<file path="src/hdl/pfde_pkg.sv">
// ----------------------------------------------------------------------------
// pfde_pkg
// Shared types and constants of the page framebuffer draw engine.
// ----------------------------------------------------------------------------
package pfde_pkg;

   localparam int Rows       = 64;
   localparam int Columns    = 128;
   localparam int BurstBytes = 8;
   localparam int Pages      = Rows / 8;
   localparam int StoreDepth = Pages * Columns;
   localparam int ColW       = $clog2(Columns);
   localparam int PageW      = $clog2(Pages);
   localparam int AddrW      = $clog2(StoreDepth);
   localparam int BeatW      = $clog2(BurstBytes);

   typedef enum logic [1:0] {
      CMD_PIXEL = 2'd0,
      CMD_VLINE = 2'd1,
      CMD_HLINE = 2'd2,
      CMD_FILL  = 2'd3
   } cmd_type;

   typedef struct packed {
      logic [1:0] cmd;
      logic [5:0] row_a;
      logic [5:0] row_b;
      logic [6:0] col_a;
      logic [6:0] col_b;
      logic [2:0] page_sel;
      logic [7:0] fill_byte;
   } req_type;

   typedef struct packed {
      logic [2:0]  out_page;
      logic [6:0]  start_column;
      logic [3:0]  byte_count;
      logic [63:0] column_bytes;
      logic        last;
   } rsp_type;

   // One classified span of work: a single column run within one page.
   // fill set: overwrite with mask; else OR mask in.
   typedef struct packed {
      logic [PageW-1:0] page;
      logic [ColW-1:0]  first;
      logic [ColW-1:0]  final_col;
      logic [7:0]       mask;
      logic             fill;
      logic             last;
   } span_type;

   typedef enum logic [2:0] {
      ST_IDLE,
      ST_CLEAR,
      ST_READ,
      ST_WAIT,
      ST_WRITE,
      ST_EMIT
   } back_state_type;

endpackage

</file>
<file path="src/hdl/pfde_front.sv">
// ----------------------------------------------------------------------------
// pfde_front
// Accepts commands and breaks each one into page spans for the back end.
// ----------------------------------------------------------------------------
module pfde_front import pfde_pkg::*; (
   input  logic     clock,
   input  logic     reset,
   input  logic     req_valid,
   output logic     req_stall,
   input  req_type  req_data,
   output logic     span_valid,
   input  logic     span_stall,
   output span_type span_data
);

   logic            busy_ff, busy_in;
   logic [PageW-1:0] page_ff, page_in;
   logic [PageW-1:0] end_page_ff, end_page_in;
   logic [2:0]       lo_bit_ff, lo_bit_in;
   logic [2:0]       hi_bit_ff, hi_bit_in;
   logic [ColW-1:0]  col_ff, col_in;

   logic [5:0] lo_row, hi_row;
   logic [ColW-1:0] lo_col, hi_col;
   logic [7:0] hi_mask;

   // Sorted endpoints of the incoming command.
   always_comb begin
      lo_row = (req_data.row_a < req_data.row_b) ? req_data.row_a : req_data.row_b;
      hi_row = (req_data.row_a < req_data.row_b) ? req_data.row_b : req_data.row_a;
      lo_col = (req_data.col_a < req_data.col_b) ? req_data.col_a : req_data.col_b;
      hi_col = (req_data.col_a < req_data.col_b) ? req_data.col_b : req_data.col_a;
   end

   // Vertical line mask for the current page: the higher row bound applies on the last page.
   always_comb begin
      if (page_ff == end_page_ff) begin
         hi_mask = 8'hFF >> (3'd7 - hi_bit_ff);
      end else begin
         hi_mask = 8'hFF;
      end
   end

   logic [7:0] first_mask;
   assign first_mask = 8'hFF << lo_bit_ff;

   // Single-page commands pass directly; vertical lines iterate over pages.
   always_comb begin
      busy_in     = busy_ff;
      page_in     = page_ff;
      end_page_in = end_page_ff;
      lo_bit_in   = lo_bit_ff;
      hi_bit_in   = hi_bit_ff;
      col_in      = col_ff;
      span_valid  = 1'b0;
      span_data   = '0;
      req_stall   = busy_ff || span_stall;
      if (busy_ff) begin
         span_valid          = 1'b1;
         span_data.page      = page_ff;
         span_data.first     = col_ff;
         span_data.final_col = col_ff;
         span_data.mask      = first_mask & hi_mask;
         span_data.last      = (page_ff == end_page_ff);
         if (!span_stall) begin
            page_in   = page_ff + 1'b1;
            lo_bit_in = 3'd0;
            if (page_ff == end_page_ff) begin
               busy_in = 1'b0;
            end
         end
      end else if (req_valid) begin
         unique case (cmd_type'(req_data.cmd))
            CMD_PIXEL: begin
               span_valid          = 1'b1;
               span_data.page      = req_data.row_a[5:3];
               span_data.first     = req_data.col_a;
               span_data.final_col = req_data.col_a;
               span_data.mask      = 8'h01 << req_data.row_a[2:0];
               span_data.last      = 1'b1;
            end
            CMD_HLINE: begin
               span_valid          = 1'b1;
               span_data.page      = req_data.row_a[5:3];
               span_data.first     = lo_col;
               span_data.final_col = hi_col;
               span_data.mask      = 8'h01 << req_data.row_a[2:0];
               span_data.last      = 1'b1;
            end
            CMD_FILL: begin
               span_valid          = 1'b1;
               span_data.page      = req_data.page_sel;
               span_data.first     = '0;
               span_data.final_col = ColW'(Columns - 1);
               span_data.mask      = req_data.fill_byte;
               span_data.fill      = 1'b1;
               span_data.last      = 1'b1;
            end
            CMD_VLINE: begin
               if (!span_stall) begin
                  busy_in     = 1'b1;
                  page_in     = lo_row[5:3];
                  end_page_in = hi_row[5:3];
                  lo_bit_in   = lo_row[2:0];
                  hi_bit_in   = hi_row[2:0];
                  col_in      = req_data.col_a;
               end
            end
            default: ;
         endcase
      end
   end

   // Page walker registers.
   always_ff @(posedge clock) begin
      if (reset) begin
         busy_ff <= 1'b0;
      end else begin
         busy_ff <= busy_in;
      end
      page_ff     <= page_in;
      end_page_ff <= end_page_in;
      lo_bit_ff   <= lo_bit_in;
      hi_bit_ff   <= hi_bit_in;
      col_ff      <= col_in;
   end

endmodule

</file>
<file path="config.mk">
export PLATFORM = sky130hd
export DESIGN_NAME = pfde_front
export DESIGN_NICKNAME = d
export VERILOG_FILES = /design/src/hdl/pfde_pkg.sv /design/src/hdl/pfde_front.sv
export SDC_FILE = /design/constraint.sdc
export NUM_CORES = 1
export LEC_CHECK = 0
export BUFFER_PORTS_ARGS = -buffer_cell sky130_fd_sc_hd__buf_2
export CAP_MARGIN = 20
export CELL_PAD_IN_SITES_DETAIL_PLACEMENT = 0
export CELL_PAD_IN_SITES_GLOBAL_PLACEMENT = 1
export CORE_AREA = 2 2 76 78
export DETAILED_ROUTE_END_ITERATION = 8
export DIE_AREA = 0 0 78 80
export HOLD_SLACK_MARGIN = 0.02
export PLACE_DENSITY = 0.86
export SYNTH_ARGS = -nofsm -noshare
export SYNTH_HDL_FRONTEND = slang
export SYNTH_SLANG_ARGS = --single-unit
</file>
<file path="constraint.sdc">
create_clock -name clock -period 2.4 [get_ports clock]
set_input_delay 0 -clock clock [delete_from_list [all_inputs] [get_ports clock]]
set_output_delay 0 -clock clock [all_outputs]
set_load 0.05 [all_outputs]
</file>
== Word-level counts from Yosys, hierarchy flattened ==
Index checks and enable logic that the tools add are counted.
Word-level totals
  register bits after elaboration: 20
  latch bits: 0
  RAM bits: 0
  memory bits (read-only): 0
  input port bits: 43
  output and inout port bits: 29
  word-level logic and storage cells: 59
  memories: 0
Cells by class
  add/sub/neg operators: 2
  multipliers: 0
  divide/modulo/power cells: 0
  $lt $le $gt $ge: 2
  equality and inequality tests: 6
  shift operators: 3
  muxes and demuxes: 30
  bitwise gates (word level): 3
  reduce and logical (&&, ||, !) cells: 7
Operators with widths (count)
  25-bit case mux with 3 select lines: 1
  3-bit two-way mux: 10
  27-bit two-way mux: 1
  25-bit two-way mux: 1
  7-bit two-way mux: 2
  1-bit two-way mux: 12
  6-bit two-way mux: 2
  8-bit bitwise AND: 1
  8-bit two-way mux: 1
  4-bit AND reduction: 2
  1-bit by 3-bit << shifter with 8-bit output (first input constant): 1
  8-bit by 3-bit << shifter with 8-bit output (first input constant): 1
  8-bit by 3-bit right shift with 8-bit output (first input constant): 1
  7-bit less-than comparator: 1
  6-bit less-than comparator: 1
  2-bit == test (second input constant): 2
  2-bit != test (second input constant): 2
  2-bit nonzero test: 2
  3-bit by 1-bit adder with 3-bit output (second input constant): 1
  3-bit == test: 1
  3-bit OR reduction: 1
  3-bit subtractor (first input constant): 1
  2-bit by 1-bit == test with 1-bit output (second input constant): 1
  2-bit zero test: 1
  2 further kinds: 3

== Longest topological paths before layout ==
Gate-level depths: netlist (run 1).
  depth in word-level cells: 6
  gate-level depth with buffers: 8
  gate-level depth less buffers: 7

== Worst setup path after synthesis (run 1) ==
OpenSTA, ideal clock, no wires.
  path kind: input -> output
  start: input req_data[12] in the netlist's numbering
  end: output span_data[12] in the netlist's numbering
  arrival: 2454 ps
  data required time: 2400 ps
  path slack: -54 ps
  stages: 7
  buffers on the path: 1
  cells stage by stage: inv_1 ha_1 a211o_1 a211oi_4 buf_6 nor3_1 o31ai_1
RTL lines
  from (decl): RTL line pfde_front.sv:10  | input req_type req_data,
  to (decl): RTL line pfde_front.sv:13  | output span_type span_data

==> results_dict.tcl, run 1 <==
set metrics [dict create \
    path_class "in2out" \
    syn_to_final_growth_pct 30.4 \
    ys.flop_type "edfxtp_1" \
    grt_use_met2_pct 29.8 \
    max_freq_mhz 477 \
    ys_ff_latch 20 \
    min_period_ns 2.10 \
    power.density_nw_per_um2 479 \
    synth_seq_area_share_pct 30.8 \
    hold_buffers 8 \
    cts_buffer_depth 2 \
    placed_cells 367 \
    syn_nets 286 \
    fin_cells 379 \
    grt_pass1_wl_mm 8.87 \
    fp.dieW_um 78 \
    rsz0062_at_grt "no" \
    crit_slowest_cell "a211oi_4" \
    gp_congestion 0.866 \
    setup_viol 0 \
    seq_area_um2 591 \
    endpoint_kind "output port" \
    leakage_nw 1.17 \
    totalWireLength_mm 5.30 \
    fillers 559 \
    first_pass_iters 4 \
    route.detailed.drc 0 \
    worst_slew_pin_slew_ns 0.703 \
    clock_skew_ns 0.00524 \
    clock_sinks 20 \
    diodes 0 \
    portBuffers 71 \
    postCtsSetupBuffers 0 \
    cts.clk_slew.worst_paths_ns 0.08 \
    cts_root_buffer "clkbuf_8" \
    initial_core_util_pct 35.4 \
    core_um2 5410 \
    ctsResizeCount 0 \
    wire_per_inst_um 14.0 \
    multiInputGateArea_um2 1210 \
    drv_slew 0 \
    async_flop_share_pct 0 \
    antenna_found_initial 0 \
    viasPerCell 5.26 \
    synth_edf_count 19 \
    crit_chain "buf_2 -> inv_1 -> ha_1 -> a211o_1 -> a211oi_4 -> buf_4 -> mux2i_1 -> o21ai_0 -> buf_2" \
    synth.avg_cell_area_um2 8.29 \
    insertion_delay_ns 0.26 \
    cp_max_fo 14 \
    drtIter0Drc 122 \
    hold_path_class "in2reg" \
    grt_pass1_vias 1902 \
    cp_common_cell "buf_2" \
    cts_inserted_buffers 3 \
    synth_warnings 0 \
    top_usage_layer "met2" \
    dieArea_um2 6240 \
    hold_violations 0 \
    fin_crit_sh_pct 87.4 \
    syn_inst 231 \
    drtAntennaViolNets 0 \
    start_kind "input pin" \
    finalSetupTns_ns 0 \
    critPathArrivalTime_ns 2.10 \
    grt_max_degree 28 \
    synth_cell_type_count 38 \
    max-vdd-ir-drop_v 0.000381 \
    cts_tree "done" \
    vias 1994 \
    grt_overflow 0 \
    dieHeight_um 80 \
    synth_area_um2 1920 \
    layout.cells.most_common "buf_2" \
    status "completed" \
    dpl.hpwl_mm 3.97 \
    grtUsageMet1_pct 23.6 \
    drv_cap 0 \
    cp.required_ns 2.40 \
    row_count 27 \
    maxSlewHeadroom_pct 53.1 \
    track_usage_pct 17.3 \
    drive_gt1_share_pct 28.7 \
    io_pins 72 \
    max_stage_delay_ns 0.51 \
    htree_levels 1 \
    final_nets 363 \
    grt_use_met3_pct 2.38 \
    layout_common_cells "buf_2 (71), nand2_1 (38), o21ai_0 (21)" \
]
## worst max-delay path, delay by kind of cell
kind	cells	cell delay [ns]
compound gates	3	1.02
buf+inv	4	0.70
fa+ha+maj	1	0.28
mux	1	0.08
## power by group
group | internal (mW) | switching, mW | total (mW) | leakage (nW)
combinational | 0.155 | 0.301 | 0.456 | 0.954
clock | 0.223 | 0.112 | 0.334 | 0.0357
sequential | 0.400 | 0.00734 | 0.407 | 0.180
## metal layers
layer  part of all wire, %  wire length, µm
met1                    48             2540
met2                    47             2470
met3                   5.0              266
met4                  0.40               21
met5                     0                0
## synthesized netlist by cell type, drive strengths merged (6+ instances only)
library cell	number	area [µm²]
a21oi	6	30.0
clkbuf	6	22.5
edfxtp	19	571
ha	12	150
inv	18	67.6
mux2i	14	140
nand2	38	143
nor2	18	67.6
nor3	7	35.0
o211ai	6	45.0
o21ai	22	114
## per-stage QoR
step	power (mW)	hold slack [ns]	util, %	area [µm²]	setup slack (ns)
2_1_floorplan	0.737	0.0691	-	1930	0.152
3_3_place_gp	0.857	0.162	43.4	2350	0.364
3_5_place_dp	0.860	0.166	43.4	2350	0.335
4_1_cts	1.20	0.0673	46.2	2500	0.315
5_1_grt	1.26	0.0737	46.2	2500	0.113
6_report	1.20	0.0695	46.2	2500	0.301
## flip-flops by register name, indices dropped and copies added (netlist names)
signal	flops
hi_bit_ff	3
lo_bit_ff	3
end_page_ff	3
busy_ff	1
col_ff	7
page_ff	3
## path summary, 6_finish.rpt
path	from	end	slack, ns	depth (start not counted)
setup / recovery	req_data[12]	span_data[22]	0.30	9
hold / removal	span_stall	busy_ff	0.07	3
setup reg to reg	busy_ff	col_ff[2]	0.61	3
hold reg to reg	page_ff[0]	page_ff[0]	0.72	1
## final cells by class
type	instances	share of cell area, %
clock inverters	1	1.20
flip-flops and latches	20	23.6
clock buffers	3	1.65
well taps	72	3.61
inverters	18	2.70
repair buffers	83	18.6
multi-input cells	182	48.6
## cell families after synthesis
family          share of synthesized area, %
mux                                     9.08
compound gates                          23.0
fa+ha+maj                               7.84
flops                                   30.8
buf+inv                                 6.60
xor+xnor                                1.83
simple gates                            20.8
Power figures use the tool's default switching activity.
==> run 2, diff against run 1 <==
--- a/config.mk
+++ b/config.mk
@@ -13,7 +13,7 @@
 export DETAILED_ROUTE_END_ITERATION = 8
 export DIE_AREA = 0 0 78 80
 export HOLD_SLACK_MARGIN = 0.02
-export PLACE_DENSITY = 0.86
+export PLACE_DENSITY_LB_ADDON = 0.1
 export SYNTH_ARGS = -nofsm -noshare
 export SYNTH_HDL_FRONTEND = slang
 export SYNTH_SLANG_ARGS = --single-unit
==> run 2 against run 1 <==
Against the previous run:
- flip-flop and latch count stayed put
- clock-buffer cell count stayed put
- register-to-register slack worse by 0.04 ns
- maximum frequency is 7.2% lower
- critical path depth is 1 higher
- sequential share of layout area is 0.32 points lower
- hold slack worse by 0.0043 ns
- global-route usage is 0.42 points higher
- total power is 1.6% higher
- highest routed layer unchanged
- sequential power hardly changed
- routed wire length is 4.2% higher
==> results_dict.tcl, run 2 (same netlist as run 1, synthesis figures left out) <==
set metrics [dict create \
    insertion_delay_ns 0.26 \
    max_stage_delay_ns 0.53 \
    totalWireLength_mm 5.52 \
    io_pins 72 \
    min_path_cells 3 \
    path_class "in2out" \
    rsz0062_at_grt "no" \
    hold_violations 0 \
    cp_common_cell "buf_2" \
    hold_end "end_page_ff[2]" \
    htree_levels 1 \
    worst_slew_pin_slew_ns 0.577 \
    route.detailed.drc 0 \
    leakage_nw 1.18 \
    largest_register "col_ff" \
    track_usage_pct 17.8 \
    endpoint_kind "output port" \
    hold_start "req_data[36]" \
    final_nets 366 \
    finalSetupTns_ns 0 \
    cp.required_ns 2.40 \
    drive_gt1_share_pct 29.4 \
    row_count 27 \
    hold_path_class "in2reg" \
    critPathArrivalTime_ns 2.26 \
    place_area_um2 2360 \
    cts_buffer_depth 2 \
    layout_common_cells "buf_2 (68), nand2_1 (38), o21ai_0 (21)" \
    dpl.hpwl_mm 4.10 \
    finalPower_mw 1.22 \
    final_cell_area_um2 2530 \
    portBuffers 71 \
    fin_worst_hold_slack_ns 0.0652 \
    rr_startpoint "busy_ff" \
    crit_slowest_cell "dlygate4sd3_1" \
    dieArea_um2 6240 \
    cts_tree "done" \
    drtAntennaViolNets 0 \
    initial_core_util_pct 35.4 \
    drv_slew 0 \
    crit_chain "dlygate4sd3_1 -> buf_2 -> ha_1 -> o21ai_0 -> nor2_1 -> a211oi_4 -> buf_6 -> nor3_1 -> o31ai_2 -> buf_2" \
    antenna_found_initial 0 \
    viasPerCell 5.26 \
    grt_pass1_vias 1835 \
    crit_buf_inv 4 \
    max_freq_mhz 442 \
    setup_viol 0 \
    gp_congestion 0.827 \
    r2r_end "col_ff[1]" \
    grt_max_degree 28 \
    max-vdd-ir-drop_v 0.000295 \
    start_kind "input pin" \
    wire_per_inst_um 14.5 \
    core_um2 5410 \
    syn_to_final_growth_pct 32.2 \
    drtIter0Drc 113 \
    grt_overflow 0 \
    layout.cells.most_common "buf_2" \
    clock_sinks 20 \
    first_pass_iters 4 \
    cts_root_buffer "clkbuf_8" \
    min_period_ns 2.26 \
    r2r_cells 3 \
    drv_cap 0 \
    largest_reg_flops 7 \
    diodes 0 \
    dieHeight_um 80 \
    vias 2011 \
    fin_crit_sh_pct 94.2 \
    power.density_nw_per_um2 481 \
    crit_family "buffers and inverters" \
    cts.clk_slew.worst_paths_ns 0.08 \
    cts_inserted_buffers 3 \
    cp_max_fo 16 \
    maxSlewHeadroom_pct 61.5 \
    clock_skew_ns 0.00477 \
    grt_pass1_wl_mm 8.96 \
    r2r_slack_ns 0.57 \
    fp.dieW_um 78 \
    status "completed" \
]
run 2: cell type report:
type                       instances  area [µm²]
fill                             589        2870
clock inverter                     1        30.0
sequential                        20         591
timing repair buffer              86         499
clock buffer                       3        41.3
tap                               72        90.1
multi-input combinational        182        1210
inverter                          18        67.6
run 2: what timing repair did:
item                                    CTS  global route
hold endpoints to repair                  8             0
gates resized for setup                   0             4
endpoints found under the setup margin    0             8
buffers inserted                          0             1
hold buffers                              8             0
run 2: worst max path at each step:
stage / start / end / slack (ns) / cells after the start
6_report: req_data[23] / span_data[16] / 0.14 / 10
3_3_place_gp: req_data[12] / span_data[12] / 0.51 / 9
2_1_floorplan: req_data[12] / span_data[20] / 0.15 / 6
3_5_place_dp: req_data[12] / span_data[12] / 0.45 / 9
4_1_cts: req_data[23] / span_data[12] / 0.03 / 10
5_1_grt: req_data[23] / span_data[12] / 0.03 / 10
run 2: worst reg2reg max path, cell delays in order, from the launching register on:
cell,delay (ns)
dfxtp_1,0.31
nand2b_1,0.29
or3_1,0.43
inv_1,0.44
run 2: report_power, final:
part	switching [mW]	leakage (nW)	internal [mW]
clock network	0.120	0.0357	0.223
logic	0.303	0.970	0.164
registers	0.00755	0.180	0.400
total	0.430	1.18	0.787
run 2: per-layer routing:
layer	routed length (µm)	global-route usage [%]	share of wire, %	vias up
li1	-	-	-	1013
met1	2710	25.8	49	948
met2	2540	28.8	46	48
met3	250	1.47	4.5	2
met4	24	3.68	0.43	0
met5	0	0	0	-
run 2: through the flow:
step	util [%]	setup slack, ns	cells
final	46.9	0.139	382
after global routing	46.9	0.0289	382
after CTS	46.5	0.0321	381
after detailed placement	43.7	0.453	369
after global placement	43.7	0.505	369
after floorplan	-	0.152	231
==> run 3, diff against run 2 <==
--- a/config.mk
+++ b/config.mk
@@ -5,13 +5,13 @@
 export SDC_FILE = /design/constraint.sdc
 export NUM_CORES = 1
 export LEC_CHECK = 0
-export BUFFER_PORTS_ARGS = -buffer_cell sky130_fd_sc_hd__buf_2
 export CAP_MARGIN = 20
 export CELL_PAD_IN_SITES_DETAIL_PLACEMENT = 0
 export CELL_PAD_IN_SITES_GLOBAL_PLACEMENT = 1
-export CORE_AREA = 2 2 76 78
+export CORE_AREA = 2 2 73 75
 export DETAILED_ROUTE_END_ITERATION = 8
-export DIE_AREA = 0 0 78 80
+export DIE_AREA = 0 0 75 77
+export DONT_BUFFER_PORTS = 1
 export HOLD_SLACK_MARGIN = 0.02
 export PLACE_DENSITY_LB_ADDON = 0.1
 export SYNTH_ARGS = -nofsm -noshare
==> run 3 against run 2 <==
Against the previous run:
- largest power group unchanged
- non-clock buffer count fell by 36
- global-route usage rose by 1.1 points
- routed wire length fell by 1.2%
- sequential share of layout area rose by 0.39 points
- critical path depth fell by 3
==> results_dict.tcl, run 3 (same netlist as run 1, synthesis figures left out) <==
set metrics [dict create \
    pwr-share-comb_pct 37.1 \
    fillers 506 \
    hold_violations 0 \
    cts_tree "done" \
    syn_to_final_growth_pct 30.0 \
    crit_slowest_cell "a222oi_1" \
    clock_power_share_pct 28.8 \
    crit_buf_inv 4 \
    track_usage_pct 18.9 \
    hold_buffers 19 \
    final_cell_area_um2 2490 \
    drtIter0Drc 93 \
    finalSetupTns_ns 0 \
    critPathArrivalTime_ns 2.03 \
    drv_cap 0 \
    cts.clk_slew.worst_paths_ns 0.08 \
    layout.cells.most_common "nand2_1" \
    place_area_um2 2230 \
    maxSlewHeadroom_pct 51.6 \
    max-vdd-ir-drop_v 0.000286 \
    clock_skew_ns 0.00936 \
    dieHeight_um 77 \
    route.detailed.drc 0 \
    layout_common_cells "nand2_1 (38), buf_4 (28), edfxtp_1 (19), dlygate4sd3_1 (19)" \
    totalWireLength_mm 5.45 \
    placed_cells 321 \
    final_util_pct 50.1 \
    p_switching_mw 0.401 \
    hold_end "hi_bit_ff[1]" \
    min_path_cells 2 \
    cp_max_fo 11 \
    row_count 26 \
    fin_cells 344 \
    p_sw_share_pct 33.6 \
    r2r_end "busy_ff" \
    cellInternalPower_mw 0.792 \
    drive_gt1_share_pct 16.1 \
    status "completed" \
    clock_sinks 20 \
    largest_register "col_ff" \
    io_pins 72 \
    cts_root_buffer "clkbuf_8" \
    viasPerCell 5.61 \
    leakage_nw 1.06 \
    setup_viol 0 \
    fin_worst_hold_slack_ns 0.0306 \
    cts_buffer_depth 2 \
    vias 1930 \
    cp.required_ns 2.40 \
    start_kind "flip-flop" \
    ctsResizeCount 0 \
    crit_chain "nand2b_1 -> buf_4 -> inv_1 -> and3_1 -> a222oi_1 -> inv_1 -> buf_4" \
    seq_area_um2 591 \
    grt_pass1_wl_mm 8.58 \
    endpoint_kind "output port" \
    hold_start "req_data[26]" \
    crit_family "simple AND/OR/NAND/NOR gates" \
    drtAntennaViolNets 0 \
    wire_per_inst_um 15.9 \
    largest_reg_flops 7 \
    portBuffers 0 \
    htree_levels 1 \
    path_class "reg2out" \
    core_um2 4980 \
    grt_overflow 0 \
    initial_core_util_pct 38.5 \
    antenna_found_initial 0 \
    cts_inserted_buffers 3 \
    dieArea_um2 5780 \
    final_nets 330 \
    max_stage_delay_ns 0.36 \
    r2r_cells 5 \
    insertion_delay_ns 0.26 \
    grt_pass1_vias 1830 \
    rsz0062_at_grt "no" \
    gp_congestion 0.739 \
    rr_startpoint "page_ff[0]" \
    fin_crit_sh_pct 84.6 \
    fp.dieW_um 75 \
    postCtsSetupBuffers 0 \
    first_pass_iters 4 \
    r2r_slack_ns 0.49 \
    hold_path_class "in2reg" \
    worst_slew_pin_slew_ns 0.726 \
    multiInputGateArea_um2 1210 \
    max_freq_mhz 493 \
    grt_max_degree 28 \
    power.density_nw_per_um2 479 \
    p_seq_share_pct 34.2 \
    dpl.hpwl_mm 4.05 \
    diodes 0 \
    min_period_ns 2.03 \
    drv_slew 0 \
]
==> run 3: layout make-up <==
cell class | instances | share of cell area [%]
multi-input combinational | 182 | 48.7
timing repair buffer | 50 | 18.5
tap | 70 | 3.52
clock inverter | 1 | 1.21
inverter | 18 | 2.71
sequential | 20 | 23.7
clock buffer | 3 | 1.66
==> run 3: per-layer routing <==
| metal | up-vias | GRT usage [%] | share of wire (%) |
|---|---|---|---|
| met4 | 0 | 3.39 | 0.57 |
| met1 | 912 | 25.9 | 43 |
| li1 | 938 | - | - |
| met2 | 76 | 31.2 | 48 |
| met3 | 4 | 3.02 | 8.3 |
| met5 | - | 0 | 0 |
==> run 3: how the worst max path moves through the flow <==
stage	start	end	slack [ns]	cells after the start
finish	busy_ff	span_data[24]	0.37	7
global route	busy_ff	span_data[24]	0.16	7
detailed placement	req_data[27]	page_ff[1]	0.38	7
CTS	busy_ff	span_data[24]	0.38	7
floorplan	req_data[12]	span_data[20]	0.15	6
global placement	req_data[27]	page_ff[1]	0.47	7
==> run 3: power groups by stage <==
stage / Clock [mW] / Combinational, mW / Sequential, mW
after floorplan: 0 / 0.324 / 0.413
after global placement: 0 / 0.407 / 0.415
after detailed placement: 0 / 0.414 / 0.415
after CTS: 0.349 / 0.443 / 0.407
after global routing: 0.358 / 0.474 / 0.409
final: 0.343 / 0.442 / 0.407
==> run 3: metrics by stage <==
stage                     total power, mW  setup WS (ns)
final                                1.19          0.370
after global routing                 1.24          0.164
after CTS                            1.20          0.376
after detailed placement            0.830          0.382
after global placement              0.822          0.471
after floorplan                     0.737          0.152
