<file path="config.mk">
export PLATFORM = sky130hd
export DESIGN_NAME = pfde_queue
export DESIGN_NICKNAME = d
export VERILOG_FILES = /design/src/hdl/pfde_pkg.sv /design/src/hdl/pfde_queue.sv
export SDC_FILE = /design/constraint.sdc
export NUM_CORES = 1
export LEC_CHECK = 0
export ABC_AREA = 0
export BUFFER_PORTS_ARGS = -buffer_cell sky130_fd_sc_hd__buf_2
export CORE_AREA = 2 2 83 85
export DETAILED_ROUTE_END_ITERATION = 16
export DIE_AREA = 0 0 85 87
export PLACE_DENSITY = 0.59
export SETUP_SLACK_MARGIN = 0.4
export SLEW_MARGIN = 20
export SYNTH_ARGS = -nofsm -noshare
export SYNTH_HDL_FRONTEND = slang
export SYNTH_SLANG_ARGS = --single-unit
</file>
<file path="constraint.sdc">
create_clock -name clock -period 2.3 [get_ports clock]
set_clock_uncertainty 0.1 [all_clocks]
set_input_delay 0.23 -clock clock [delete_from_list [all_inputs] [get_ports clock]]
set_output_delay 0.23 -clock clock [all_outputs]
set_load 0.01 [all_outputs]
</file>
<file path="src/hdl/pfde_pkg.sv">
// ----------------------------------------------------------------------------
// pfde_pkg
// Shared types and constants of the page framebuffer draw engine.
// ----------------------------------------------------------------------------
package pfde_pkg;

   localparam int Rows       = 64;
   localparam int Columns    = 128;
   localparam int BurstBytes = 8;
   localparam int Pages      = Rows / 8;
   localparam int StoreDepth = Pages * Columns;
   localparam int ColW       = $clog2(Columns);
   localparam int PageW      = $clog2(Pages);
   localparam int AddrW      = $clog2(StoreDepth);
   localparam int BeatW      = $clog2(BurstBytes);

   typedef enum logic [1:0] {
      CMD_PIXEL = 2'd0,
      CMD_VLINE = 2'd1,
      CMD_HLINE = 2'd2,
      CMD_FILL  = 2'd3
   } cmd_type;

   typedef struct packed {
      logic [1:0] cmd;
      logic [5:0] row_a;
      logic [5:0] row_b;
      logic [6:0] col_a;
      logic [6:0] col_b;
      logic [2:0] page_sel;
      logic [7:0] fill_byte;
   } req_type;

   typedef struct packed {
      logic [2:0]  out_page;
      logic [6:0]  start_column;
      logic [3:0]  byte_count;
      logic [63:0] column_bytes;
      logic        last;
   } rsp_type;

   // One classified span of work: a single column run within one page.
   // fill set: overwrite with mask; else OR mask in.
   typedef struct packed {
      logic [PageW-1:0] page;
      logic [ColW-1:0]  first;
      logic [ColW-1:0]  final_col;
      logic [7:0]       mask;
      logic             fill;
      logic             last;
   } span_type;

   typedef enum logic [2:0] {
      ST_IDLE,
      ST_CLEAR,
      ST_READ,
      ST_WAIT,
      ST_WRITE,
      ST_EMIT
   } back_state_type;

endpackage

</file>
<file path="src/hdl/pfde_queue.sv">
// ----------------------------------------------------------------------------
// pfde_queue
// Two-entry queue of spans between the front and the back end.
// ----------------------------------------------------------------------------
module pfde_queue import pfde_pkg::*; (
   input  logic     clock,
   input  logic     reset,
   input  logic     in_valid,
   output logic     in_stall,
   input  span_type in_data,
   output logic     out_valid,
   input  logic     out_stall,
   output span_type out_data
);

   span_type   slot_ff [2];
   logic       rd_ptr_ff, rd_ptr_in;
   logic       wr_ptr_ff, wr_ptr_in;
   logic [1:0] count_ff, count_in;
   logic       push, pop;

   assign in_stall  = (count_ff == 2'd2);
   assign out_valid = (count_ff != 2'd0);
   assign out_data  = slot_ff[rd_ptr_ff];
   assign push      = in_valid && !in_stall;
   assign pop       = out_valid && !out_stall;

   // Pointer and occupancy update.
   always_comb begin
      rd_ptr_in = rd_ptr_ff ^ pop;
      wr_ptr_in = wr_ptr_ff ^ push;
      count_in  = count_ff + {1'b0, push} - {1'b0, pop};
   end

   always_ff @(posedge clock) begin
      if (reset) begin
         rd_ptr_ff <= 1'b0;
         wr_ptr_ff <= 1'b0;
         count_ff  <= 2'd0;
      end else begin
         rd_ptr_ff <= rd_ptr_in;
         wr_ptr_ff <= wr_ptr_in;
         count_ff  <= count_in;
      end
      if (push) begin
         slot_ff[wr_ptr_ff] <= in_data;
      end
   end

endmodule

</file>
# ---- After elaboration in Yosys (flattened, before gate mapping)
# Memory sizes are Yosys's and may differ from the RTL's. A register that Yosys moved wholly into a read port is not among the register bits.
# Index checks and enable logic that the tools add are counted.
dict set report word_totals {
  in_bits 31
  elab_cells 17
  ff_bits 4
  n_memories 1
  ramBits 54
}
# memory depth width rd rd_ports_with_merged_regs write_ports line_no
set mem_list {}
lappend mem_list {slot_ff 2 27 1 1 1 pfde_queue.sv:16} ;# span_type slot_ff [2];
dict set report op_classes {
  add_sub_neg 2
  n_bitwise 2
  n_mux 3
  n_reduce_logical 5
  eq_ne 1
}
# cell n
set ops {}
lappend ops {{$mux W1} 3}
lappend ops {{$add A2 B1 Y2} 1}
lappend ops {{$eq A2 B2 Y1 const B} 1}
lappend ops {{$logic_and A1 B1 Y1} 2}
lappend ops {{$logic_not A1 Y1} 2}
lappend ops {{$reduce_bool A2 Y1} 1}
lappend ops {{$sub A2 B1 Y2} 1}
lappend ops {{$xor A1 B1 Y1} 2}

# ---- Logic depth before layout (Yosys ltp)
# Gate-level depths: netlist (run 1).
dict set report logic_depth {
  word_depth 5
  ltp_mapped 7
  ltp_nobuf 7
}

# ---- Least setup slack after synthesis (run 1)
# OpenSTA, ideal clock, no wires.
dict set report synth_path {
  kind {register to register}
  from {register count_ff[0]}
  to {memory slot_ff[1][0] in the netlist's numbering (enable)}
  setup_slack_ns 0.476
  setup_time_ns 0.386
  stages_incl_launch_ff 4
  arrival_time_ns 1.337
  t_required_ns 1.814
  path_cell_list {dfxtp_1 -> nand2b_1 -> and2_1 -> ha_1}
}
dict set report synth_via {
  elab_chain_len 5
}
# element line_no
set synth_rtl {}
lappend synth_rtl {{from (decl)} pfde_queue.sv:19} ;# logic [1:0] count_ff, count_in;
lappend synth_rtl {{from (signal assigned)} pfde_queue.sv:43} ;# count_ff <= count_in;
lappend synth_rtl {{$eq A2 B2 Y1} pfde_queue.sv:22} ;# assign in_stall = (count_ff == 2'd2);
lappend synth_rtl {{$logic_not A1 Y1} pfde_queue.sv:25} ;# assign push = in_valid && !in_stall;
lappend synth_rtl {{$logic_and A1 B1 Y1} pfde_queue.sv:25}
lappend synth_rtl {{$mux W1} pfde_queue.sv:45} ;# if (push) begin
lappend synth_rtl {{$mux W1 (not written as such)} pfde_queue.sv:46} ;# slot_ff[wr_ptr_ff] <= in_data;
lappend synth_rtl {{to (decl)} pfde_queue.sv:16}
# Every way passes these cells.

==> summary.md, run 1 <==
| Metric | Value |
|---|---|
| Outcome | finished, final reports clean |
| Net load switching power | ~0.00076 W |
| N_diodes | 0 |
| Power Internal | 0.00221 W |
| Worst-Skew Late Latency | approximately 0.32 ns |
| Drt first pass iters | 2 |
| Final nets | roughly 240 |
| RSZ-0062 raised after global routing | false |
| Initial antenna violation count | 0 |
| Seq/Total Area, Yosys | 0.778 |
| Total GRT Usage | 0.105 |
| Htree depth | 3 |
| 1st-iter DRT viols | 47 |
| Slew @ Worst Pin | around 0.36 ns |
| HPWL after DPL | about 2500 µm |
| Number of synthesized flops with an enable pin | 54 |
| CP arrival | between 1 and 1.5 ns |
| Syn avg cell area | approximately 20 µm² |
| Final worst path period share | 0.766 |
| Asr flop ratio synth | 0 |
| R2r setup slk | 0.68 ns |
| IO Port Bufs | 59 |
| WHS | 0.0196 ns |
| Final setup fails | 0 |
| Worst-path maximum fanout | 29 |
| FMAX | between 500 and 600 MHz |
| Reg-to-reg endpoint | slot_ff[1][3] |
| FF+latch count, synth | between 50 and 60 |
| Reg power frac | 0.466 |
| Antenna viol nets, final | 0 |
| Synthesized instance count | ~110 |
| WP data required | 1.97 ns |
| Setup Total Neg Slack | 0 ns |
| Routed vias | around 1200 |
| Worst path slowest cell | mux2_2 |
| Worst setup EP type | primary output |
| Static Leak | approximately 1.2 nW |
| Worst Reg-to-Reg Cells | 4 |
| Fill count | between 500 and 600 |
| Gr ovfl total | 0 |
| Hold EP | slot_ff[1][1] |
| Hold path depth | 1 |
| Reg2Reg Launch Point | count_ff[0] |
| P per Cell Area | 984 mW/mm² |
| Synth cell types | 16 |
| Die span in y | 87 µm |
| Dominant synthesized flop cell | edfxtp_1 |
| Area leader, netlist | edfxtp_1 |
| Crit path time final | 1.76 ns |
| Layout cell share with drive strength beyond 1 | 0.500 |
| Placed instance area | approximately 0.0026 mm² |
| Slew HR | 0.760 |
| Maximum vdd drop | ~0.35 mV |
| Combinational power share | 0.259 |
| Die Footprint | ~0.0074 mm² |
| Netlist Area Pre-Place | 0.00219 mm² |
| Reg clk slew, reported paths | ~0.06 ns |
| Synth top cells by count | edfxtp_1 (54), mux2_2 (28), dfxtp_1 (4), ha_1 (4) |
| Starting Density | 0.333 |
| Syn-to-layout area delta | 38.0% |
| Setup Buffers After CTS | 0 |
| Crit path kind | reg -> out |
| Sink Count | 58 |
| Core area | 0.00657 mm² |
| Number of CTS-inserted buffers | 9 |
| Die width | between 80 and 90 µm |
| CTS root buf | clkbuf_8 |
| TritonCTS clock tree | done |
| Most numerous cell in the Yosys netlist | edfxtp_1 |
| CP max stage delay | about 0.38 ns |
| Yosys top cell area share | 0.741 |
| Remaining DRCs | 0 |
| Routed WL per cell | approximately 13 µm |
| Net Count, Synth | 142 |
| Largest net degree at the start of global routing | 30 |
| Hold Vio Cnt, Final | 0 |
| Vias in the first global route | roughly 1200 |
| Worst Hold Class | in -> reg |
| Via density per instance | between 4 and 5 |
| Cell area after layout | 0.00302 mm² |
| HP Start | in_data[1] |
| Switching part of the total power | 0.256 |
| Syn. warnings | 0 |
| Buffer depth of the longest clock path | 2 |
| Area contributors post-synth | edfxtp_1 (74%), mux2_2 (14%), dfxtp_1 (3.7%) |
| Row cnt | 30 |
| Top Ports | 60 |
| Startpoint Class | register |
| Clock power frac | 0.275 |
| Max-cap viol count | 0 |
| Routed wire length | between 3000 and 4000 µm |
| Critical-path cell list | buf_6 > mux2_2 > buf_2 |
| First-pass GRT wire length | roughly 5600 µm |
| Routability congestion estimate | 0.669 |
| Slew Limit Fails | 0 |
-- placed cells by master (no fill, tap or decap) --
cell / instances
buf_2: 59
edfxtp_1: 54
mux2_2: 28
dlygate4sd3_1: 26
clkbuf_8: 9
ha_1: 4
dfxtp_1: 4
inv_1: 3
nor2_1: 3
clkinv_1: 3
buf_4: 3
nor2b_1: 2
or2_2: 1
o21ba_2: 1
nand2b_1: 1
and2_1: 1
nand2_1: 1
xnor3_1: 1
clkbuf_1: 1
clkinv_2: 1
bufinv_16: 1
buf_6: 1
-- layer usage --
metal  share of wire  GRT usage  wire length (µm)
met1            0.41      0.107              1570
met2            0.49      0.179              1880
met3           0.067     0.0455               257
met4           0.025     0.0649                95
met5               0          0                 0
-- area by class of cell --
cell class | count | area, µm² | share of cell area
sequential | 58 | 1700 | 0.563
multi-input combinational | 43 | 444 | 0.147
tap | 80 | 100 | 0.0331
clock inverter | 5 | 46.3 | 0.0153
inverter | 3 | 11.3 | 0.00373
timing repair buffer | 89 | 589 | 0.195
clock buffer | 10 | 128 | 0.0423
-- worst max-delay path, delay by kind of cell, from the launching register on --
kind	cells	cell delay (ns)
DFF	1	0.32
buffers and inverters	2	0.40
muxes	1	0.38
-- power by group through the flow --
stage | registers, W | logic [W] | clock network, W
global placement | 0.00139 | 0.000712 | 0
floorplan | 0.00140 | 0.000492 | 0
global route | 0.00140 | 0.000839 | 0.000892
detailed placement | 0.00141 | 0.000743 | 0
finish | 0.00139 | 0.000770 | 0.000817
CTS | 0.00139 | 0.000785 | 0.000851
-- sequential cells by signal, summed over array words and instances (netlist names) --
name,flops
count_ff,2
rd_ptr_ff,1
slot_ff,54
wr_ptr_ff,1
-- logic make-up after synthesis --
group | Yosys count | synth area share
mux | 28 | 0.144
buf+inv | 6 | 0.0194
simple gates | 9 | 0.0212
fa+ha+maj | 4 | 0.0229
xor+xnor | 1 | 0.0103
flops | 58 | 0.778
compound gates | 1 | 0.00457
-- per-stage QoR --
stage                      util  cells  power, W  setup slack (ns)
after floorplan               -    107   0.00189             0.476
after global placement    0.393    247   0.00211             0.750
after detailed placement  0.393    247   0.00215             0.700
after CTS                 0.459    288   0.00302             0.421
after global routing      0.460    288   0.00313             0.452
final                     0.460    288   0.00297             0.537
-- worst max-delay path by stage --
stage | start | end | slack [ns] | cells past startpoint
5_1_grt | rd_ptr_ff | out_data[17] | 0.45 | 3
3_5_place_dp | count_ff[0] | slot_ff[1][18] | 0.70 | 4
6_report | rd_ptr_ff | out_data[26] | 0.54 | 3
3_3_place_gp | count_ff[0] | slot_ff[1][21] | 0.75 | 4
2_1_floorplan | count_ff[0] | slot_ff[1][0] | 0.48 | 3
4_1_cts | rd_ptr_ff | out_data[17] | 0.42 | 3
-- timing repair --
action / in CTS / in global routing
setup endpoints to repair: 0 / 14
hold buffers: 26 / 0
resized for setup: 0 / 1
endpoints found under the hold margin: 51 / 0
Note: power is estimated with default switching activity, not from simulation.
==> run 2: changes to the inputs <==
- clock period: 2.3 -> 1.82 ns (I/O delays scaled with it)
==> summary.md, run 2 (same netlist as run 1, synthesis figures left out) <==
| Metric | Value |
|---|---|
| Buffer depth of the longest clock path | 2 (unchanged) |
| Reg area | 0.00171 mm² (+0.66%) |
| Number of CTS-inserted buffers | 9 (unchanged) |
| TritonCTS clock tree | done |
| Via density per instance | 4.37 (+3.4%) |
| Slew Limit Fails | 0 (unchanged) |
| Top reg by flops | slot_ff |
| Setup Total Neg Slack | 0 ns (unchanged) |
| Placed cells | 247 (unchanged) |
| Final worst path period share | 0.881 |
| Max-cap viol count | 0 (unchanged) |
| RSZ-0062 raised after global routing | true |
| Worst Hold Class | in -> reg |
| IO Port Bufs | 59 (unchanged) |
| Post-route insts no fill | 301 (+4.5%) |
| First-pass GRT wire length | 7190 µm (+28%) |
| Outcome | finished, final reports clean |
| Die width | 85 µm (unchanged) |
| Remaining DRCs | 0 (unchanged) |
| Sink Count | 58 (unchanged) |
| Initial antenna violation count | 0 (unchanged) |
| Crit path time final | 1.60 ns |
| R2r setup slk | 0.37 ns (-0.31 ns) |
| Reg-to-reg endpoint | count_ff[1] |
| Hold Vio Cnt, Final | 0 (unchanged) |
| CTS root buf | clkbuf_8 |
| Critical-path cell list | buf_12 > mux2_4 > buf_6 |
| Htree depth | 3 (unchanged) |
| CP arrival | 1.32 ns (-0.11 ns) |
| Max FFs per register | 54 (unchanged) |
| Antenna viol nets, final | 0 (unchanged) |
| Gr ovfl total | 0 (unchanged) |
| Starting Density | 0.333 (unchanged) |
| Routed vias | 1314 (+8.1%) |
| Worst setup EP type | primary output |
| Routed WL per cell | 15.6 µm (+18%) |
| Die Footprint | 0.00740 mm² (unchanged) |
| Startpoint Class | register |
| Total GRT Usage | 0.133 (+0.0280) |
| Core area | 0.00657 mm² (unchanged) |
| End point of the critical path | out_data[1] |
| Maximum vdd drop | 0.564 mV (+59%) |
| Layout cell share with drive strength beyond 1 | 0.584 (+0.0837) |
| Crit path kind | reg -> out |
| Biggest regs | slot_ff: 54 flops, count_ff: 2 flops |
| WP data required | 1.54 ns (-0.43 ns) |
| Static Leak | 1.45 nW (+23%) |
| 1st-iter DRT viols | 45 (-4.3%) |
| Reg clk slew, reported paths | 0.06 ns (about the same) |
| CP startpoint | rd_ptr_ff |
| Slew HR | 0.907 (+0.147) |
| Reg2Reg Launch Point | count_ff[0] |
| Final nets | 251 (+5.0%) |
| HPWL after DPL | 2650 µm (+5.0%) |
| Most frequent cells in the layout | edfxtp_1 (54), buf_2 (31), buf_6 (29) |
| Drt first pass iters | 4 (+2) |
| Hold path depth | 4 (+3) |
| Most common cell after layout, fill and taps aside | edfxtp_1 |
| Final setup fails | 0 (unchanged) |
| Worst Path Buf+Inv | 2 (unchanged) |
| Power Total | 0.00466 W (+57%) |
| Worst path slowest cell | dfxtp_4 |
| N_diodes | 0 (unchanged) |
| Worst Reg-to-Reg Cells | 6 (+2) |
| Top Ports | 60 (unchanged) |
| CP max stage delay | 0.41 ns (+0.03 ns) |
| Crit-path leading delay family | flip-flops |
| Largest net degree at the start of global routing | 15 (-50%) |
| Crit path depth | 3 (unchanged) |
| Fill count | 513 (-11%) |
| Routability congestion estimate | 0.715 (+6.9%) |
| Row cnt | 30 (unchanged) |
| P per Cell Area | 1280 mW/mm² (+30%) |
| Multi-input logic area | 624 µm² (+41%) |
| FMAX | approximately 620 MHz |
| Slew @ Worst Pin | 0.140 ns (-0.220 ns) |
| Final Core Density | 0.553 (+0.0928) |
| Die span in y | 87 µm (unchanged) |
| Routed wire length | 4690 µm (+23%) |
| Syn-to-layout area delta | 65.9% |
| Worst-Skew Late Latency | 0.32 ns (about the same) |
| Worst-path maximum fanout | 8 (-72%) |
| Vias in the first global route | 1490 (+23%) |
-- run 2: cell types whose count changed in the layout (fill, tap and decap cells not counted), moves of 3 or more --
| cell | delta |
|---|---|
| dfxtp_4 | +3 |
| mux2_4 | +27 |
| mux2_2 | -27 |
| buf_6 | +28 |
| buf_12 | +3 |
| buf_2 | -28 |
| dfxtp_1 | -3 |
| ha_1 | -4 |
| buf_8 | +3 |
| ha_4 | +4 |
-- run 2: repair_timing --
action                                  4_1_cts  5_1_grt
buffers inserted                              4        0
resized for setup                            82        6
cloned                                        4        2
pin swaps                                     2        2
endpoints found under the setup margin       83       76
hold endpoints to repair                     57        0
hold buffers                                 28        0
-- run 2: layout make-up --
class / instances / share of cell area
clock buffers: 9 / 0.0341
clock inverters: 7 / 0.0165
inverters: 3 / 0.00379
multi-input cells: 43 / 0.172
flip-flops and latches: 58 / 0.472
well taps: 80 / 0.0276
repair buffers: 101 / 0.274
-- run 2: worst min-delay path by stage --
stage | from | end
2_1_floorplan | reset | wr_ptr_ff
3_3_place_gp | in_data[26] | slot_ff[0][26]
3_5_place_dp | in_data[25] | slot_ff[1][25]
4_1_cts | in_valid | wr_ptr_ff
5_1_grt | in_valid | wr_ptr_ff
6_report | in_valid | wr_ptr_ff
-- run 2: stage by stage --
step           hold slack (ns)  instance area, µm²  setup WS (ns)
5_1_grt                  0.219                3630          0.169
3_3_place_gp             0.269                2610          0.384
6_report                 0.217                3630          0.216
4_1_cts                  0.182                3550          0.184
3_5_place_dp             0.274                2610          0.278
2_1_floorplan            0.149                2190          0.253
-- run 2: layer usage --
layer | global-route usage | vias to the layer above | part of all wire
met5 | 0 | - | 0
met4 | 0.0606 | 0 | 0.010
met3 | 0.0398 | 5 | 0.048
met2 | 0.237 | 36 | 0.54
met1 | 0.147 | 639 | 0.40
li1 | - | 634 | -
-- run 2: where the power goes --
| group | switching, W | leakage [nW] | internal, W |
|---|---|---|---|
| registers | 0.0000936 | 0.540 | 0.00171 |
| clock network | 0.000480 | 0.0939 | 0.000614 |
| logic | 0.000645 | 0.820 | 0.00111 |
| total | 0.00122 | 1.45 | 0.00344 |
-- run 2: worst min-delay path, cell delays in order --
cell	delay, ns
buf_2	0.10
and2_4	0.17
ha_4	0.12
nor2_1	0.03
==> run 3: changes to the inputs <==
- ABC_AREA: 0 -> 1
- CAP_MARGIN: default -> 10
==> summary.md, run 3 <==
| Metric | Value |
|---|---|
| Outcome | finished, final reports clean |
| FF+latch count, synth | 58 (unchanged) |
| HPWL after DPL | 2450 µm (-7.3%) |
| Syn-to-layout area delta | 59.4% |
| RSZ-0062 raised after global routing | true |
| Area leader, netlist | edfxtp_1 |
| Final nets | 267 (+6.4%) |
| Synth top cells by count | edfxtp_1 (54), mux2_2 (19), inv_1 (10) |
| Crit path kind | reg -> out |
| Static Leak | 1.44 nW (-0.90%) |
| Initial antenna violation count | 0 (unchanged) |
| Buffer depth of the longest clock path | 2 (unchanged) |
| Largest net degree at the start of global routing | 19 (+4) |
| Power Total | 0.00466 W (+0.19%) |
| Max FFs per register | 54 (unchanged) |
| Via density per instance | 4.35 (-0.40%) |
| Vias in the first global route | 1377 (-7.6%) |
| Top reg by flops | slot_ff |
| P per Cell Area | 1320 mW/mm² (+2.8%) |
| Biggest regs | slot_ff: 54 flops, count_ff: 2 flops |
| Drt first pass iters | 4 (unchanged) |
| Routed WL per cell | 14.0 µm (-10%) |
| Slew HR | 0.900 (-0.00683) |
| CP arrival | 1.37 ns (+0.05 ns) |
| Net Count, Synth | 154 (+8.5%) |
| Hold EP | rd_ptr_ff |
| Worst Hold Class | in -> reg |
| FMAX | 607 MHz (-2.7%) |
| Synthesized instance count | 119 (+11%) |
| Worst-Skew Late Latency | 0.32 ns (about the same) |
| Crit path time final | 1.65 ns (+0.0441 ns) |
| Core area | 0.00657 mm² (unchanged) |
| Reg2Reg Launch Point | count_ff[1] |
| Startpoint Class | register |
| Asr flop ratio synth | 0 (unchanged) |
| Most frequent cells in the layout | edfxtp_1 (54), buf_2 (32), buf_6 (30) |
| Reg-to-reg endpoint | count_ff[1] |
| Setup Total Neg Slack | 0 ns (unchanged) |
| Most numerous cell in the Yosys netlist | edfxtp_1 |
| Max-cap viol count | 0 (unchanged) |
| First-pass GRT wire length | 6290 µm (-12%) |
| CTS root buf | clkbuf_8 |
| Total GRT Usage | 0.115 (-0.0185) |
| Antenna viol nets, final | 0 (unchanged) |
| Area contributors post-synth | edfxtp_1 (73%), mux2_2 (9.6%), mux2_4 (5.4%) |
| Gr ovfl total | 0 (unchanged) |
| Seq/Total Area, Yosys | 0.767 (-0.0110) |
| Die width | 85 µm (unchanged) |
| Dominant synthesized flop cell | edfxtp_1 |
| Row cnt | 30 (unchanged) |
| Routed vias | 1374 (+4.6%) |
| Number of CTS-inserted buffers | 9 (unchanged) |
| R2r setup slk | 0.34 ns (-0.03 ns) |
| Remaining DRCs | 0 (unchanged) |
| Reg clk slew, reported paths | 0.06 ns (about the same) |
| HP Start | out_stall |
| Sink Count | 58 (unchanged) |
| Hold Vio Cnt, Final | 0 (unchanged) |
| N_diodes | 0 (unchanged) |
| Final worst path period share | 0.906 (+0.0242) |
| Syn avg cell area | 18.7 µm² (-8.8%) |
| Worst-path maximum fanout | 6 (-2) |
| Yosys top cell area share | 0.731 (-0.0104) |
| 1st-iter DRT viols | 47 (+4.4%) |
| Final setup fails | 0 (unchanged) |
| Slew @ Worst Pin | 0.150 ns (+0.0104 ns) |
| Top Ports | 60 (unchanged) |
| Worst Reg-to-Reg Cells | 10 (+4) |
| Starting Density | 0.338 (+0.00476) |
| Routability congestion estimate | 0.686 (-4.1%) |
| Hold path depth | 5 (+1) |
| Netlist Area Pre-Place | 0.00222 mm² (+1.4%) |
| Most common cell after layout, fill and taps aside | edfxtp_1 |
| Worst setup EP type | primary output |
| Die span in y | 87 µm (unchanged) |
| Slew Limit Fails | 0 (unchanged) |
| Htree depth | 3 (unchanged) |
| Number of synthesized flops with an enable pin | 54 (unchanged) |
| TritonCTS clock tree | done |
| IO Port Bufs | 59 (unchanged) |
| Routed wire length | 4430 µm (-5.6%) |
| Synth cell types | 13 (-3) |
| WP data required | 1.54 ns (about the same) |
| Maximum vdd drop | 0.603 mV (+7.0%) |
| Die Footprint | 0.00740 mm² (unchanged) |
| Layout cell share with drive strength beyond 1 | 0.534 (-0.0498) |
| Syn. warnings | 0 (unchanged) |
## run 3: logic make-up after synthesis
kind of cell	synth area share
buf+inv	0.0293
simple gates	0.0265
fa+ha+maj	0.0225
mux	0.151
flops	0.767
compound gates	0.00451
## run 3: layout make-up
type / count / area [µm²]
clock inverters: 5 / 46.3
flip-flops and latches: 58 / 1710
well taps: 80 / 100
inverters: 10 / 37.5
fillers: 537 / 3030
clock buffers: 10 / 128
repair buffers: 105 / 963
multi-input cells: 48 / 553
## run 3: worst max path at each step
stage / start / endpoint / slack [ns] / cells after the start
global route: rd_ptr_ff / out_data[3] / 0.12 / 3
CTS: rd_ptr_ff / out_data[11] / 0.14 / 3
global placement: count_ff[0] / count_ff[1] / 0.34 / 10
detailed placement: count_ff[0] / count_ff[1] / 0.29 / 10
floorplan: count_ff[0] / slot_ff[0][0] / 0.34 / 3
finish: rd_ptr_ff / out_data[24] / 0.17 / 3
## run 3: critical path, cell delays in order, from the launching register on
cell	delay [ns]
dfxtp_4	0.43
clkbuf_16	0.18
mux2_4	0.30
buf_6	0.12
## run 3: per-stage QoR
step | cell area (µm²) | hold WS [ns] | setup WS (ns) | utilization | instances
floorplan | 2220 | 0.149 | 0.337 | - | 119
global placement | 2660 | 0.270 | 0.335 | 0.405 | 261
detailed placement | 2660 | 0.275 | 0.288 | 0.405 | 261
CTS | 3250 | 0.0786 | 0.144 | 0.494 | 309
global route | 3540 | 0.131 | 0.117 | 0.539 | 316
finish | 3540 | 0.116 | 0.172 | 0.539 | 316
## run 3: where the power goes
part           leakage (nW)  switching, W  internal (W)  total [W]
Sequential            0.539     0.0000985       0.00175    0.00185
Combinational         0.812      0.000706       0.00105    0.00176
Clock                0.0886      0.000454      0.000608    0.00106
Total                  1.44       0.00126       0.00341    0.00466
## run 3: per-layer routing
| layer | vias up | global-route usage | part of all wire |
|---|---|---|---|
| met2 | 45 | 0.192 | 0.52 |
| met5 | - | 0 | 0 |
| met1 | 657 | 0.124 | 0.40 |
| met4 | 0 | 0.0563 | 0.015 |
| met3 | 7 | 0.0512 | 0.064 |
| li1 | 665 | - | - |
## run 3: timing repair
action | in CTS | in global routing
endpoints found under the setup margin | 72 | 73
gates resized for setup | 21 | 40
pin swaps | 5 | 2
hold endpoints to repair | 56 | 0
setup buffers | 4 | 4
gates cloned | 1 | 3
hold buffers | 28 | 0
